File: src/rtl/core/u8250_pkg.sv
// ----------------------------------------------------------------------------
// u8250_pkg
// types, register offsets and flag positions shared by the 8250 register model
// ----------------------------------------------------------------------------
package u8250_pkg;

    typedef enum logic [1:0] {
        OP_WRITE = 2'd0,
        OP_READ  = 2'd1,
        OP_PULL  = 2'd2,
        OP_PUSH  = 2'd3
    } t_opcode;

    // register offsets
    localparam logic [2:0] ADDR_DATA  = 3'd0;
    localparam logic [2:0] ADDR_IER   = 3'd1;
    localparam logic [2:0] ADDR_IID   = 3'd2;
    localparam logic [2:0] ADDR_LCR   = 3'd3;
    localparam logic [2:0] ADDR_MCR   = 3'd4;
    localparam logic [2:0] ADDR_LSR   = 3'd5;
    localparam logic [2:0] ADDR_MSR   = 3'd6;
    localparam logic [2:0] ADDR_SPARE = 3'd7;

    // status flag bits
    localparam int SF_DR   = 0;
    localparam int SF_OE   = 1;
    localparam int SF_PE   = 2;
    localparam int SF_FE   = 3;
    localparam int SF_BRK  = 4;
    localparam int SF_THRE = 5;
    localparam int SF_TSE  = 6;
    localparam int SF_RSF  = 7;
    localparam logic [7:0] SF_RESET = 8'h60;

    // modem flag bits
    localparam int MF_DCTS = 0;
    localparam int MF_DDSR = 1;
    localparam int MF_TERI = 2;
    localparam int MF_DDCD = 3;
    localparam int MF_CTS  = 4;
    localparam int MF_DSR  = 5;
    localparam int MF_RI   = 6;
    localparam int MF_DCD  = 7;
    localparam int MF_PRI  = 8;

    localparam int LCR_BRK = 6;
    localparam int LCR_DLA = 7;
    localparam int MC_DTR  = 0;
    localparam int MC_RTS  = 1;
    localparam int MC_OUT1 = 2;
    localparam int MC_OUT2 = 3;
    localparam int MC_LOOP = 4;

    localparam logic [7:0] IID_NONE   = 8'h01;
    localparam logic [7:0] IID_RXDATA = 8'h06;
    localparam logic [7:0] IID_THRE   = 8'h04;
    localparam logic [7:0] IID_LINE   = 8'h02;
    localparam logic [7:0] IID_MODEM  = 8'h00;
    localparam logic [7:0] READ_UNUSED = 8'hFF;

    typedef struct packed {
        t_opcode     opcode;
        logic [2:0]  reg_address;
        logic [7:0]  write_data;
        logic        modem_valid;
        logic        dcd_pin;
        logic        dsr_pin;
        logic        cts_pin;
        logic        line_valid;
        logic [7:0]  rx_byte;
        logic [3:0]  rx_errors;
    } t_item;

    typedef struct packed {
        logic [7:0]  read_data;
        logic        irq;
        logic [7:0]  tx_char;
        logic [4:0]  pins;
        logic        device_changed;
    } t_result;

    typedef struct packed {
        logic [1:0]  count;
        logic        full;
    } t_qstat;

    function automatic logic irq_level(input logic [3:0] ier, input logic [7:0] sf,
                                       input logic [8:0] mf);
        irq_level = (ier[0] & sf[SF_DR]) | (ier[1] & sf[SF_THRE]) |
                    (ier[2] & (|sf[SF_BRK:SF_OE])) | (ier[3] & (|mf[MF_DDCD:MF_DCTS]));
    endfunction

    function automatic logic [7:0] iid_code(input logic [3:0] ier, input logic [7:0] sf,
                                            input logic [8:0] mf);
        if (!irq_level(ier, sf, mf)) begin
            iid_code = IID_NONE;
        end else if (ier[0] && sf[SF_DR]) begin
            iid_code = IID_RXDATA;
        end else if (ier[1] && sf[SF_THRE]) begin
            iid_code = IID_THRE;
        end else if (ier[2] && (|sf[SF_BRK:SF_OE])) begin
            iid_code = IID_LINE;
        end else begin
            iid_code = IID_MODEM;
        end
    endfunction

endpackage

File: src/rtl/core/u8250_core.sv
// ----------------------------------------------------------------------------
// u8250_core
// register file state and the single-pass update for one event item
// ----------------------------------------------------------------------------
module u8250_core import u8250_pkg::*; (
    input  logic    i_clk,
    input  logic    i_rst_n,
    input  logic    i_fire,
    input  t_item   i_item,
    output t_result o_result
);

    logic [7:0] r_dll, r_dlh, r_lcr, r_rbr, r_rsr, r_thr, r_tsr, r_sf, r_last_ch;
    logic [3:0] r_ier;
    logic [4:0] r_mcr, r_last_pins;
    logic [8:0] r_mf;

    logic [7:0] n_dll, n_dlh, n_lcr, n_rbr, n_rsr, n_thr, n_tsr, n_sf, n_last_ch;
    logic [3:0] n_ier;
    logic [4:0] n_mcr, n_last_pins;
    logic [8:0] n_mf;
    logic [7:0] rd;
    logic       changed;

    always_comb begin
        logic       loop;
        logic       dr;
        logic       rsf;
        logic       ri;
        logic       overrun;
        logic [7:0] d;
        loop    = r_mcr[MC_LOOP];
        dr      = r_sf[SF_DR];
        rsf     = r_sf[SF_RSF];
        d       = i_item.write_data;
        ri      = r_mcr[MC_OUT1];
        overrun = 1'b0;
        n_dll = r_dll;
        n_dlh = r_dlh;
        n_ier = r_ier;
        n_lcr = r_lcr;
        n_mcr = r_mcr;
        n_rbr = r_rbr;
        n_rsr = r_rsr;
        n_thr = r_thr;
        n_tsr = r_tsr;
        n_sf  = r_sf;
        n_mf  = r_mf;
        n_last_ch   = r_last_ch;
        n_last_pins = r_last_pins;
        rd      = 8'h00;
        changed = 1'b0;
        case (i_item.opcode)
            OP_WRITE: begin
                case (i_item.reg_address)
                    ADDR_DATA: begin
                        if (r_lcr[LCR_DLA]) begin
                            n_dll = d;
                        end else begin
                            n_thr = d;
                            if (r_lcr[LCR_BRK] || !(loop || r_sf[SF_TSE])) begin
                                n_sf[SF_THRE] = 1'b0;
                            end else begin
                                n_tsr = d;
                                if (loop) begin
                                    // loopback: byte goes straight into the receive path
                                    n_rsr = d;
                                    if (dr && rsf) begin
                                        n_sf[SF_OE] = 1'b1;
                                    end else if (!dr) begin
                                        n_rbr = d;
                                        n_sf[SF_RSF] = 1'b0;
                                    end else begin
                                        n_sf[SF_RSF] = 1'b1;
                                    end
                                    n_sf[SF_DR]   = 1'b1;
                                    n_sf[SF_TSE]  = 1'b1;
                                    n_sf[SF_THRE] = 1'b1;
                                end else begin
                                    n_sf[SF_THRE] = 1'b1;
                                    n_sf[SF_TSE]  = 1'b0;
                                end
                            end
                        end
                    end
                    ADDR_IER: begin
                        if (r_lcr[LCR_DLA]) begin
                            n_dlh = d;
                        end else begin
                            n_ier = d[3:0];
                        end
                    end
                    ADDR_LCR: begin
                        n_lcr = d;
                        if (loop) begin
                            n_sf[SF_BRK] = d[LCR_BRK];
                        end
                    end
                    ADDR_MCR: begin
                        n_mcr = d[4:0];
                        if (d[MC_LOOP]) begin
                            n_mf[MF_DCTS] = r_mf[MF_CTS] ^ d[MC_RTS];
                            n_mf[MF_DDSR] = r_mf[MF_DSR] ^ d[MC_DTR];
                            n_mf[MF_TERI] = r_mf[MF_RI] & ~d[MC_OUT1];
                            n_mf[MF_DDCD] = r_mf[MF_DCD] ^ d[MC_OUT2];
                            n_mf[MF_CTS]  = d[MC_RTS];
                            n_mf[MF_DSR]  = d[MC_DTR];
                            n_mf[MF_RI]   = d[MC_OUT1];
                            n_mf[MF_DCD]  = d[MC_OUT2];
                        end
                    end
                    default: begin
                    end
                endcase
            end
            OP_READ: begin
                case (i_item.reg_address)
                    ADDR_DATA: begin
                        if (r_lcr[LCR_DLA]) begin
                            rd = r_dll;
                        end else if (rsf) begin
                            // buffer empty with shift full hands out the shift byte
                            rd    = dr ? r_rbr : r_rsr;
                            n_rbr = r_rsr;
                            n_sf[SF_RSF] = 1'b0;
                        end else begin
                            rd = r_rbr;
                            n_sf[SF_DR] = 1'b0;
                        end
                    end
                    ADDR_IER: rd = r_lcr[LCR_DLA] ? r_dlh : {4'b0000, r_ier};
                    ADDR_IID: rd = iid_code(r_ier, r_sf, r_mf);
                    ADDR_LCR: rd = r_lcr;
                    ADDR_MCR: rd = {3'b000, r_mcr};
                    ADDR_LSR: begin
                        rd = {1'b0, r_sf[6:0]};
                        n_sf[SF_BRK:SF_OE] = 4'b0000;
                    end
                    ADDR_MSR: begin
                        rd = r_mf[7:0];
                        n_mf[MF_DDCD:MF_DCTS] = 4'b0000;
                    end
                    default: rd = READ_UNUSED;
                endcase
            end
            OP_PULL: begin
                if (loop) begin
                    n_last_pins = 5'b00000;
                end else begin
                    n_last_pins = {r_lcr[LCR_BRK], r_mcr[3:0]};
                    if (!r_sf[SF_TSE]) begin
                        n_last_ch = r_tsr;
                        n_sf[SF_TSE] = 1'b1;
                    end
                    // refill the emptied shift register from a pending holding byte
                    if (!r_lcr[LCR_BRK] && !r_sf[SF_THRE]) begin
                        n_tsr = r_thr;
                        n_sf[SF_THRE] = 1'b1;
                        n_sf[SF_TSE]  = 1'b0;
                    end
                end
                changed = (n_last_ch != r_last_ch) || (n_last_pins != r_last_pins);
            end
            OP_PUSH: begin
                if (!loop) begin
                    n_mf[MF_TERI] = r_mf[MF_PRI] & ~ri;
                    n_mf[MF_RI]   = ri;
                    n_mf[MF_PRI]  = ri;
                    if (i_item.modem_valid) begin
                        n_mf[MF_DDCD] = r_mf[MF_DCD] ^ i_item.dcd_pin;
                        n_mf[MF_DDSR] = r_mf[MF_DSR] ^ i_item.dsr_pin;
                        n_mf[MF_DCTS] = r_mf[MF_CTS] ^ i_item.cts_pin;
                        n_mf[MF_DCD]  = i_item.dcd_pin;
                        n_mf[MF_DSR]  = i_item.dsr_pin;
                        n_mf[MF_CTS]  = i_item.cts_pin;
                    end
                    if (i_item.line_valid) begin
                        // nul bytes are dropped but their error bits still count
                        if (i_item.rx_byte != 8'h00) begin
                            if (dr && rsf) begin
                                n_rsr   = i_item.rx_byte;
                                overrun = 1'b1;
                            end else if (rsf) begin
                                n_rbr = r_rsr;
                                n_rsr = i_item.rx_byte;
                                n_sf[SF_DR]  = 1'b1;
                                n_sf[SF_RSF] = 1'b1;
                            end else if (dr) begin
                                n_rsr = i_item.rx_byte;
                                n_sf[SF_RSF] = 1'b1;
                            end else begin
                                n_rbr = i_item.rx_byte;
                                n_sf[SF_DR]  = 1'b1;
                                n_sf[SF_RSF] = 1'b0;
                            end
                        end
                        n_sf[SF_FE]  = i_item.rx_errors[2];
                        n_sf[SF_PE]  = i_item.rx_errors[1];
                        n_sf[SF_BRK] = i_item.rx_errors[3];
                        n_sf[SF_OE]  = i_item.rx_errors[0] | overrun;
                    end
                end
            end
            default: begin
            end
        endcase
    end

    always_comb begin
        o_result.read_data      = rd;
        o_result.irq            = irq_level(n_ier, n_sf, n_mf);
        o_result.tx_char        = n_last_ch;
        o_result.pins           = n_last_pins;
        o_result.device_changed = changed;
    end

    always_ff @(posedge i_clk) begin
        if (!i_rst_n) begin
            r_dll       <= 8'h00;
            r_dlh       <= 8'h00;
            r_ier       <= 4'h0;
            r_lcr       <= 8'h00;
            r_mcr       <= 5'h00;
            r_rbr       <= 8'h00;
            r_rsr       <= 8'h00;
            r_thr       <= 8'h00;
            r_tsr       <= 8'h00;
            r_sf        <= SF_RESET;
            r_mf        <= 9'h000;
            r_last_ch   <= 8'h00;
            r_last_pins <= 5'h00;
        end else if (i_fire) begin
            r_dll       <= n_dll;
            r_dlh       <= n_dlh;
            r_ier       <= n_ier;
            r_lcr       <= n_lcr;
            r_mcr       <= n_mcr;
            r_rbr       <= n_rbr;
            r_rsr       <= n_rsr;
            r_thr       <= n_thr;
            r_tsr       <= n_tsr;
            r_sf        <= n_sf;
            r_mf        <= n_mf;
            r_last_ch   <= n_last_ch;
            r_last_pins <= n_last_pins;
        end
    end

endmodule

File: config.mk
export PLATFORM = sky130hd
export DESIGN_NAME = u8250_core
export DESIGN_NICKNAME = d
export VERILOG_FILES = /design/src/rtl/core/u8250_pkg.sv /design/src/rtl/core/u8250_core.sv
export SDC_FILE = /design/constraint.sdc
export NUM_CORES = 1
export LEC_CHECK = 0
export BUFFER_PORTS_ARGS = -buffer_cell sky130_fd_sc_hd__buf_2
export CAP_MARGIN = 30
export CORE_MARGIN = 4
export CORE_UTILIZATION = 25
export DETAILED_ROUTE_END_ITERATION = 10
export GPL_TIMING_DRIVEN = 0
export HOLD_SLACK_MARGIN = 0.02
export SLEW_MARGIN = 5
export SYNTH_ARGS = -nofsm -noshare
export SYNTH_HDL_FRONTEND = slang
export SYNTH_SLANG_ARGS = --single-unit
File: constraint.sdc
create_clock -name i_clk -period 4.14 [get_ports i_clk]
set_input_delay 0.414 -clock i_clk [delete_from_list [all_inputs] [get_ports i_clk]]
set_output_delay 0.414 -clock i_clk [all_outputs]
set_load 0.03 [all_outputs]
==> key figures, run 1 <==
Outcome
  • Status: finished clean

Logic synthesis
  • Simple-gate portion of the synthesized area: 0.204
  • Syn Inst Count: 684
  • Largest family of logic cells by synthesized area: compound AO/OA/AOI/OAI gates
  • Post-synth ARST share: 0
  • Synth unique cells: 73
  • Syn_area_per_cell: 8.25 um^2
  • Yosys warns: 0
  • Dominant cells by area after synthesis: dfxtp_1, mux2i_1, nor2_1
  • Share of the synthesized area in the top cell type: 0.337
  • Adder-Cell Fraction of Synth Area: 0.00887
  • XOR/XNOR Fraction of Synth Area: 0.0124
  • Synth Area in Compound Gates: 0.213
  • Top-count cell post-synth: nor2_1
  • Post-Synthesis Net Count: 721
  • Synthesized flop and latch total: 95
  • Yosys top cell by area: dfxtp_1
  • Multiplexer share of the synthesized area: 0.174
  • Mapped Area: between 5000 and 6000 um^2
  • EDFF count, synth: 0
  • Sequential area share after synthesis: 0.337
  • Top cells by count, synth: nor2_1, dfxtp_1, mux2i_1
  • Primary FF master, synth: dfxtp_1

STA
  • Setup slack after layout: 0.681 ns
  • Final Cycle Share: 0.836
  • Fin crit period: 3.46 ns
  • Relative slew slack: 0.292
  • Slew Viols, Final: 0
  • Total Neg Setup Slack: 0 ns
  • RSZ-0062 raised after global routing: false
  • Slew @ Worst Pin: 1.05 ns
  • Maximum clock rate: 0.289 GHz
  • Final Hold Viols: 0
  • Clock skew: 0.00953 ns
  • Final setup viols: 0

Finish
  • Fillers: 2391
  • Share of layout cells above drive strength 1: 0.151
  • P&R area growth vs syn: 16.5%
  • Fin nets: between 700 and 800
  • Sequential Area: 1900 um^2
  • Multi-input gate area: 3460 um^2
  • Post-Layout Cell Count: a little over 1000

Clock network
  • H-tree Lvls: 3
  • Bufs on Longest Clock Path: 2
  • CTS tree: yes
  • Clk Latency, worst-skew pair: 0.35 ns
  • Clock Sinks: 95
  • Postcts setup bufs: 0
  • CTS Hold Bufs: 0
  • Post-CTS sizing: 0
  • Clk slew on worst S/H paths: roughly 0.070 ns
  • Clk root buf: clkbuf_16
  • CTS Buf Count: 9

Floorplanning
  • Die height: 158 um
  • Core area: between 20000 and 25000 um^2
  • Die width: ~160 um
  • Initial Utilization: 0.256
  • Boundary Pins: 56
  • Rows: 54
  • Die ar.: 25000 um^2

Critical path
  • Register-to-Register Path Depth: 6
  • Worst R2R Start: r_lcr[7]
  • Worst endpoint required time: ~3.7 ns
  • CP arrival: 3.05 ns
  • Worst reg2reg setup slack: 1.85 ns
  • Reg-to-Reg End: r_rbr[3]
  • CP Class: input pin to primary output
  • Setup crit end kind: primary output
  • Worst-path maximum fanout: 10
  • Worst setup SP type: input pin

Placed design
  • Port Buffers: 54
  • Post-Place Setup Slack: 0.793 ns
  • Cells after DPL: 1018
  • Gpl congestion: between 0.9 and 1
  • Post-DP HPWL: roughly 15000 um

GRT
  • Largest net degree at the start of global routing: 17
  • GRT Residual Overflow: 0
  • Initial antenna violation count: 0
  • GRT Util Overall: 0.156
  • Vias in the first global route: 5098
  • First-pass GRT wire length: 29900 um

Routing
  • Drt pass-1 iters: 6
  • Routed vias: 5466
  • Iter 0 DRT Violations: 602
  • Drt wl/cell: 19.0 um
  • Antenna Nets Post-Route: 0
  • Final Routed Wirelength: 19700 um
  • # DRC: 0
  • Vias per cell: 5.28

Hold path
  • Hold depth: 2
  • Hold worst-path end: r_sf[6]
  • Worst hold path class: input pin to flip-flop
  • Min-delay src: i_rst_n

Job
  • Max-cap violation count: 0

Power
  • PwrDens: 324 nW/um^2
  • Peak supply drop: 0.000165 V
  • Leakage Power: 2.48 nW
## power breakdown
part           switching, W  total, W  internal [W]
combinational      0.000202  0.000305      0.000103
sequential        0.0000197  0.000954      0.000935
clock              0.000380  0.000871      0.000491
## routing by layer
metal	share of wire	vias up	GRT usage
met4	0.028	0	0.0536
met5	0	-	0
met2	0.45	224	0.242
li1	-	2618	-
met3	0.077	30	0.0344
met1	0.45	2594	0.213
## cell type report
class	instances	area share
multi-input cells	521	0.526
clock buffers	11	0.0369
repair buffers	54	0.0411
plain buffers	51	0.0333
well taps	280	0.0533
flip-flops and latches	95	0.289
clock inverters	5	0.00971
inverters	17	0.00971
diodes	1	0.000381
## stage by stage
stage	power (W)	instance area, um^2	util	hold slack, ns
floorplan	0.00117	5640	-	0.431
global placement	0.00127	6260	0.284	0.442
detailed placement	0.00127	6260	0.284	0.447
CTS	0.00214	6570	0.298	0.316
global route	0.00221	6570	0.298	0.331
finish	0.00213	6570	0.298	0.329
## worst max-delay path: stages
cell and delay (ns):
buf_2 0.12, inv_1 0.07, ha_1 0.13, buf_2 0.20, clkbuf_1 0.47, nand3_1 0.35
mux2i_1 0.36, a31oi_1 0.13, or4_1 0.58, buf_2 0.21
## kinds of logic after synthesis
family          Yosys count
flops                    95
buf+inv                  68
mux                      96
simple gates            248
fa+ha+maj                 4
xor+xnor                  8
compound gates          165
## sequential cells by signal (all words and copies together), names as in the netlist
register,cells
r_rsr,8
r_thr,8
r_sf,8
r_dll,8
r_last_pins,5
r_last_ch,8
r_lcr,8
r_rbr,8
r_mf,9
r_ier,4
r_tsr,8
r_mcr,5
r_dlh,8
## layout by cell type (no fill, tap or decap), types with 3 or more instances in the layout
cell,instances
nor3_1,8
nor2_1,103
nand3b_1,7
o32a_1,3
mux2i_1,78
nand4_1,7
o22ai_1,5
clkbuf_16,9
a22oi_1,7
nand2_1,68
ha_1,4
nand3_1,12
a211oi_1,19
a221oi_1,9
and3_1,3
a31oi_1,10
mux2_2,18
a21oi_1,39
a211oi_2,3
dfxtp_1,95
o211a_1,3
nand2b_1,7
inv_1,15
o21ai_0,29
a222oi_1,8
or4_1,4
xnor2_1,6
nor2_2,3
buf_1,5
buf_2,61
nor2b_1,12
clkbuf_1,37
## worst max-delay path by stage
stage	startpoint	end	slack [ns]	depth (start not counted)
after floorplan	i_item[28]	o_result[14]	1.35	10
final	i_item[28]	o_result[14]	0.68	10
after detailed placement	i_item[28]	o_result[14]	0.79	10
after global routing	i_item[28]	o_result[14]	0.61	12
after global placement	i_item[28]	o_result[14]	0.78	10
after CTS	i_item[28]	o_result[14]	0.81	10
(Power assumes the default switching activity.)
==> inputs of run 2 (changes only) <==
ABC_AREA = 1   (was default)
clock period = 3.5 ns   (was 4.14 ns; I/O delays follow)
==> run 2 against run 1 <==
Against the previous run:
- setup slack gained 0.024 ns
- core utilization fell by 0.11 points
- critical path type is now flip-flop to primary output
- cell count increased by 17%
- sequential power rose by 22%
- wire length rose by 6.9%
- largest power group unchanged
- first-iteration DRC count rose by 27%
==> key figures, run 2 <==
Outcome
  • Status: finished clean

STA
  • Clock skew: 0.00895 ns (-0.000579 ns)
  • Total Neg Setup Slack: 0 ns (unchanged)
  • Slew @ Worst Pin: 0.778 ns (-0.269 ns)
  • Relative slew slack: 0.481 (+0.189)
  • Fin crit period: 2.80 ns
  • Final Hold Viols: 0 (unchanged)
  • Final Cycle Share: 0.799
  • Slew Viols, Final: 0 (unchanged)
  • Maximum clock rate: 0.358 GHz
  • Setup slack after layout: 0.705 ns (+0.0242 ns)
  • RSZ-0062 raised after global routing: false
  • Final setup viols: 0 (unchanged)
  • Hold slack: 0.275 ns (-0.0541 ns)

GRT
  • GRT Residual Overflow: 0 (unchanged)
  • Initial antenna violation count: 0 (unchanged)
  • Largest net degree at the start of global routing: 17 (unchanged)
  • Vias in the first global route: 5778 (+13%)
  • First-pass GRT wire length: 32400 um (+8.3%)
  • GRT Util Overall: 0.169 (+0.0130)

Logic synthesis
  • Yosys warns: 0 (unchanged)
  • Post-Synthesis Net Count: 894 (+24%)
  • Synthesized flop and latch total: 95 (unchanged)
  • Post-synth ARST share: 0 (unchanged)
  • Dominant cells by area after synthesis: dfxtp_1, nand2_1, o21ai_0
  • Share of the synthesized area in the top cell type: 0.339 (+0.00211)
  • Sequential area share after synthesis: 0.339 (+0.00211)
  • EDFF count, synth: 0 (unchanged)
  • Top-count cell post-synth: nand2_1
  • Yosys top cell by area: dfxtp_1
  • Syn_area_per_cell: 6.54 um^2 (-21%)
  • Syn Inst Count: 857 (+25%)
  • Primary FF master, synth: dfxtp_1
  • Top cells by count, synth: nand2_1, o21ai_0, inv_1
  • Synth unique cells: 47 (-36%)
  • Mapped Area: 5610 um^2 (-0.62%)

Power
  • Power share of the clock group: 0.386 (-0.023)
  • Switching Share: 0.313 (+0.0305)
  • Flop pwr share: 0.431 (-0.017)
  • Int Power: 0.00185 W (+21%)
  • Leakage Power: 2.93 nW (+18%)
  • NetSw: 0.000844 W (+40%)
  • Peak supply drop: 0.000186 V (+13%)
  • PwrDens: 413 nW/um^2 (+27%)
  • Combinational share of power: 0.183 (+0.040)

Floorplanning
  • Boundary Pins: 56 (unchanged)
  • Core area: 22000 um^2 (-0.31%)
  • Rows: 54 (unchanged)
  • Die height: 158 um (-0.29%)
  • Die ar.: 24900 um^2 (-0.59%)
  • Die width: 158 um (-0.29%)
  • Initial Utilization: 0.255 (-0.000808)

Clock network
  • Post-CTS sizing: 0 (unchanged)
  • CTS Buf Count: 9 (unchanged)
  • Clk slew on worst S/H paths: 0.07 ns (about the same)
  • H-tree Lvls: 3 (unchanged)
  • CTS tree: yes
  • Clk root buf: clkbuf_16
  • Clk Latency, worst-skew pair: 0.35 ns (about the same)
  • Postcts setup bufs: 0 (unchanged)
  • Bufs on Longest Clock Path: 2 (unchanged)
  • CTS Hold Bufs: 0 (unchanged)
  • Clock Sinks: 95 (unchanged)

Critical path
  • Setup crit end kind: primary output
  • Worst R2R Start: r_mcr[4]
  • Worst setup SP type: flip-flop
  • Worst endpoint required time: 3.15 ns (-0.58 ns)
  • CP Class: flip-flop to primary output
  • Worst-path maximum fanout: 10 (unchanged)
  • Worst reg2reg setup slack: 1.67 ns (-0.18 ns)
  • Reg-to-Reg End: r_rsr[5]
  • CP arrival: 2.45 ns (-0.60 ns)
  • Register-to-Register Path Depth: 11 (+5)

Routing
  • Iter 0 DRT Violations: 762 (+27%)
  • Drt pass-1 iters: 5 (-1)
  • Final Routed Wirelength: 21000 um (+6.9%)
  • Drt wl/cell: 17.4 um (-8.2%)
  • Routed vias: 6101 (+12%)
  • Vias per cell: 5.06 (-4.2%)
  • # DRC: 0 (unchanged)
  • Antenna Nets Post-Route: 0 (unchanged)

Finish
  • P&R area growth vs syn: 16.4% (about the same)
  • Commonest non-fill, non-tap cells in the layout: nand2_1, o21ai_0, inv_1
  • Max reg flops: 9 (unchanged)
  • Post-Layout Cell Count: 1206 (+17%)
  • Top reg by flops: r_mf
  • Ant. Diodes: 0 (-1)
  • Most common cell after layout, fill and taps aside: nand2_1
  • Fillers: 2437 (+1.9%)
  • Share of layout cells above drive strength 1: 0.122 (-0.0292)
  • Fin nets: 958 (+22%)

Hold path
  • Hold depth: 3 (+1)
  • Worst hold path class: input pin to flip-flop
  • Min-delay src: i_item[22]
  • Hold worst-path end: r_tsr[5]

Placed design
  • Port Buffers: 53 (-1.9%)
  • Post-DP HPWL: 15900 um (+9.0%)
  • Post-Place Setup Slack: 0.751 ns (-0.0414 ns)
  • Gpl congestion: 0.949 (about the same)
  • Cells after DPL: 1190 (+17%)

Job
  • Max-cap violation count: 0 (unchanged)
run 2: cell count changes in the layout (fill, tap and decap cells not counted), moves of 10 or more:
cell | before | now
mux2_2 | 18 | 0
a211oi_1 | 19 | 2
o21ai_0 | 29 | 114
clkbuf_1 | 37 | 20
mux2i_1 | 78 | 0
o221ai_1 | 0 | 10
nor2b_1 | 12 | 0
a21oi_1 | 39 | 96
nand3_1 | 12 | 42
inv_1 | 15 | 111
nor2_1 | 103 | 65
nand2_1 | 68 | 172
run 2: power by group through the flow:
stage / Sequential, W / Combinational [W] / Clock [W]
detailed placement: 0.00119 / 0.000486 / 0
global route: 0.00117 / 0.000546 / 0.00110
CTS: 0.00116 / 0.000488 / 0.00106
global placement: 0.00119 / 0.000485 / 0
floorplan: 0.00117 / 0.000328 / 0
finish: 0.00116 / 0.000494 / 0.00104
run 2: worst max-delay path by stage:
stage / endpoint / from / slack [ns]
6_report: o_result[19] / r_sf[0] / 0.70
2_1_floorplan: o_result[1] / i_item[28] / 1.30
3_3_place_gp: o_result[14] / i_item[29] / 0.74
3_5_place_dp: o_result[14] / i_item[29] / 0.75
5_1_grt: o_result[14] / i_item[29] / 0.55
4_1_cts: o_result[14] / i_item[29] / 0.75
run 2: area by class of cell:
type / instances / area (um^2) / share of cell area
clock buffer: 10 / 239 / 0.0366
inverter: 122 / 460 / 0.0706
clock inverter: 6 / 66.3 / 0.0102
buffer: 40 / 203 / 0.0311
timing repair buffer: 53 / 265 / 0.0406
sequential: 95 / 1900 / 0.291
multi-input combinational: 600 / 3040 / 0.466
tap: 280 / 350 / 0.0537
run 2: per-stage QoR:
stage	util	area (um^2)	power, W
after floorplan	-	5610	0.00150
after global placement	0.283	6220	0.00167
after detailed placement	0.283	6220	0.00167
after CTS	0.297	6530	0.00270
after global routing	0.297	6530	0.00282
final	0.297	6530	0.00270
run 2: logic make-up after synthesis:
family          after synthesis  synth area share
flops                        95             0.339
fa+ha+maj                     4           0.00893
compound gates              278             0.281
simple gates                312             0.243
buf+inv                     162             0.118
xor+xnor                      6           0.00937
run 2: layer usage:
| metal | vias to the layer above | GRT usage | share of wire |
|---|---|---|---|
| met5 | - | 0 | 0 |
| met4 | 0 | 0.0533 | 0.027 |
| met3 | 40 | 0.0369 | 0.065 |
| met2 | 233 | 0.268 | 0.46 |
| met1 | 2820 | 0.229 | 0.45 |
| li1 | 3008 | - | - |
run 2: critical path, cell delays in order (launching register included):
cell	delay (ns)
dfxtp_1	0.36
inv_1	0.26
nand2_1	0.24
buf_2	0.25
o21ai_0	0.36
o2111ai_1	0.18
o21a_1	0.24
buf_2	0.20
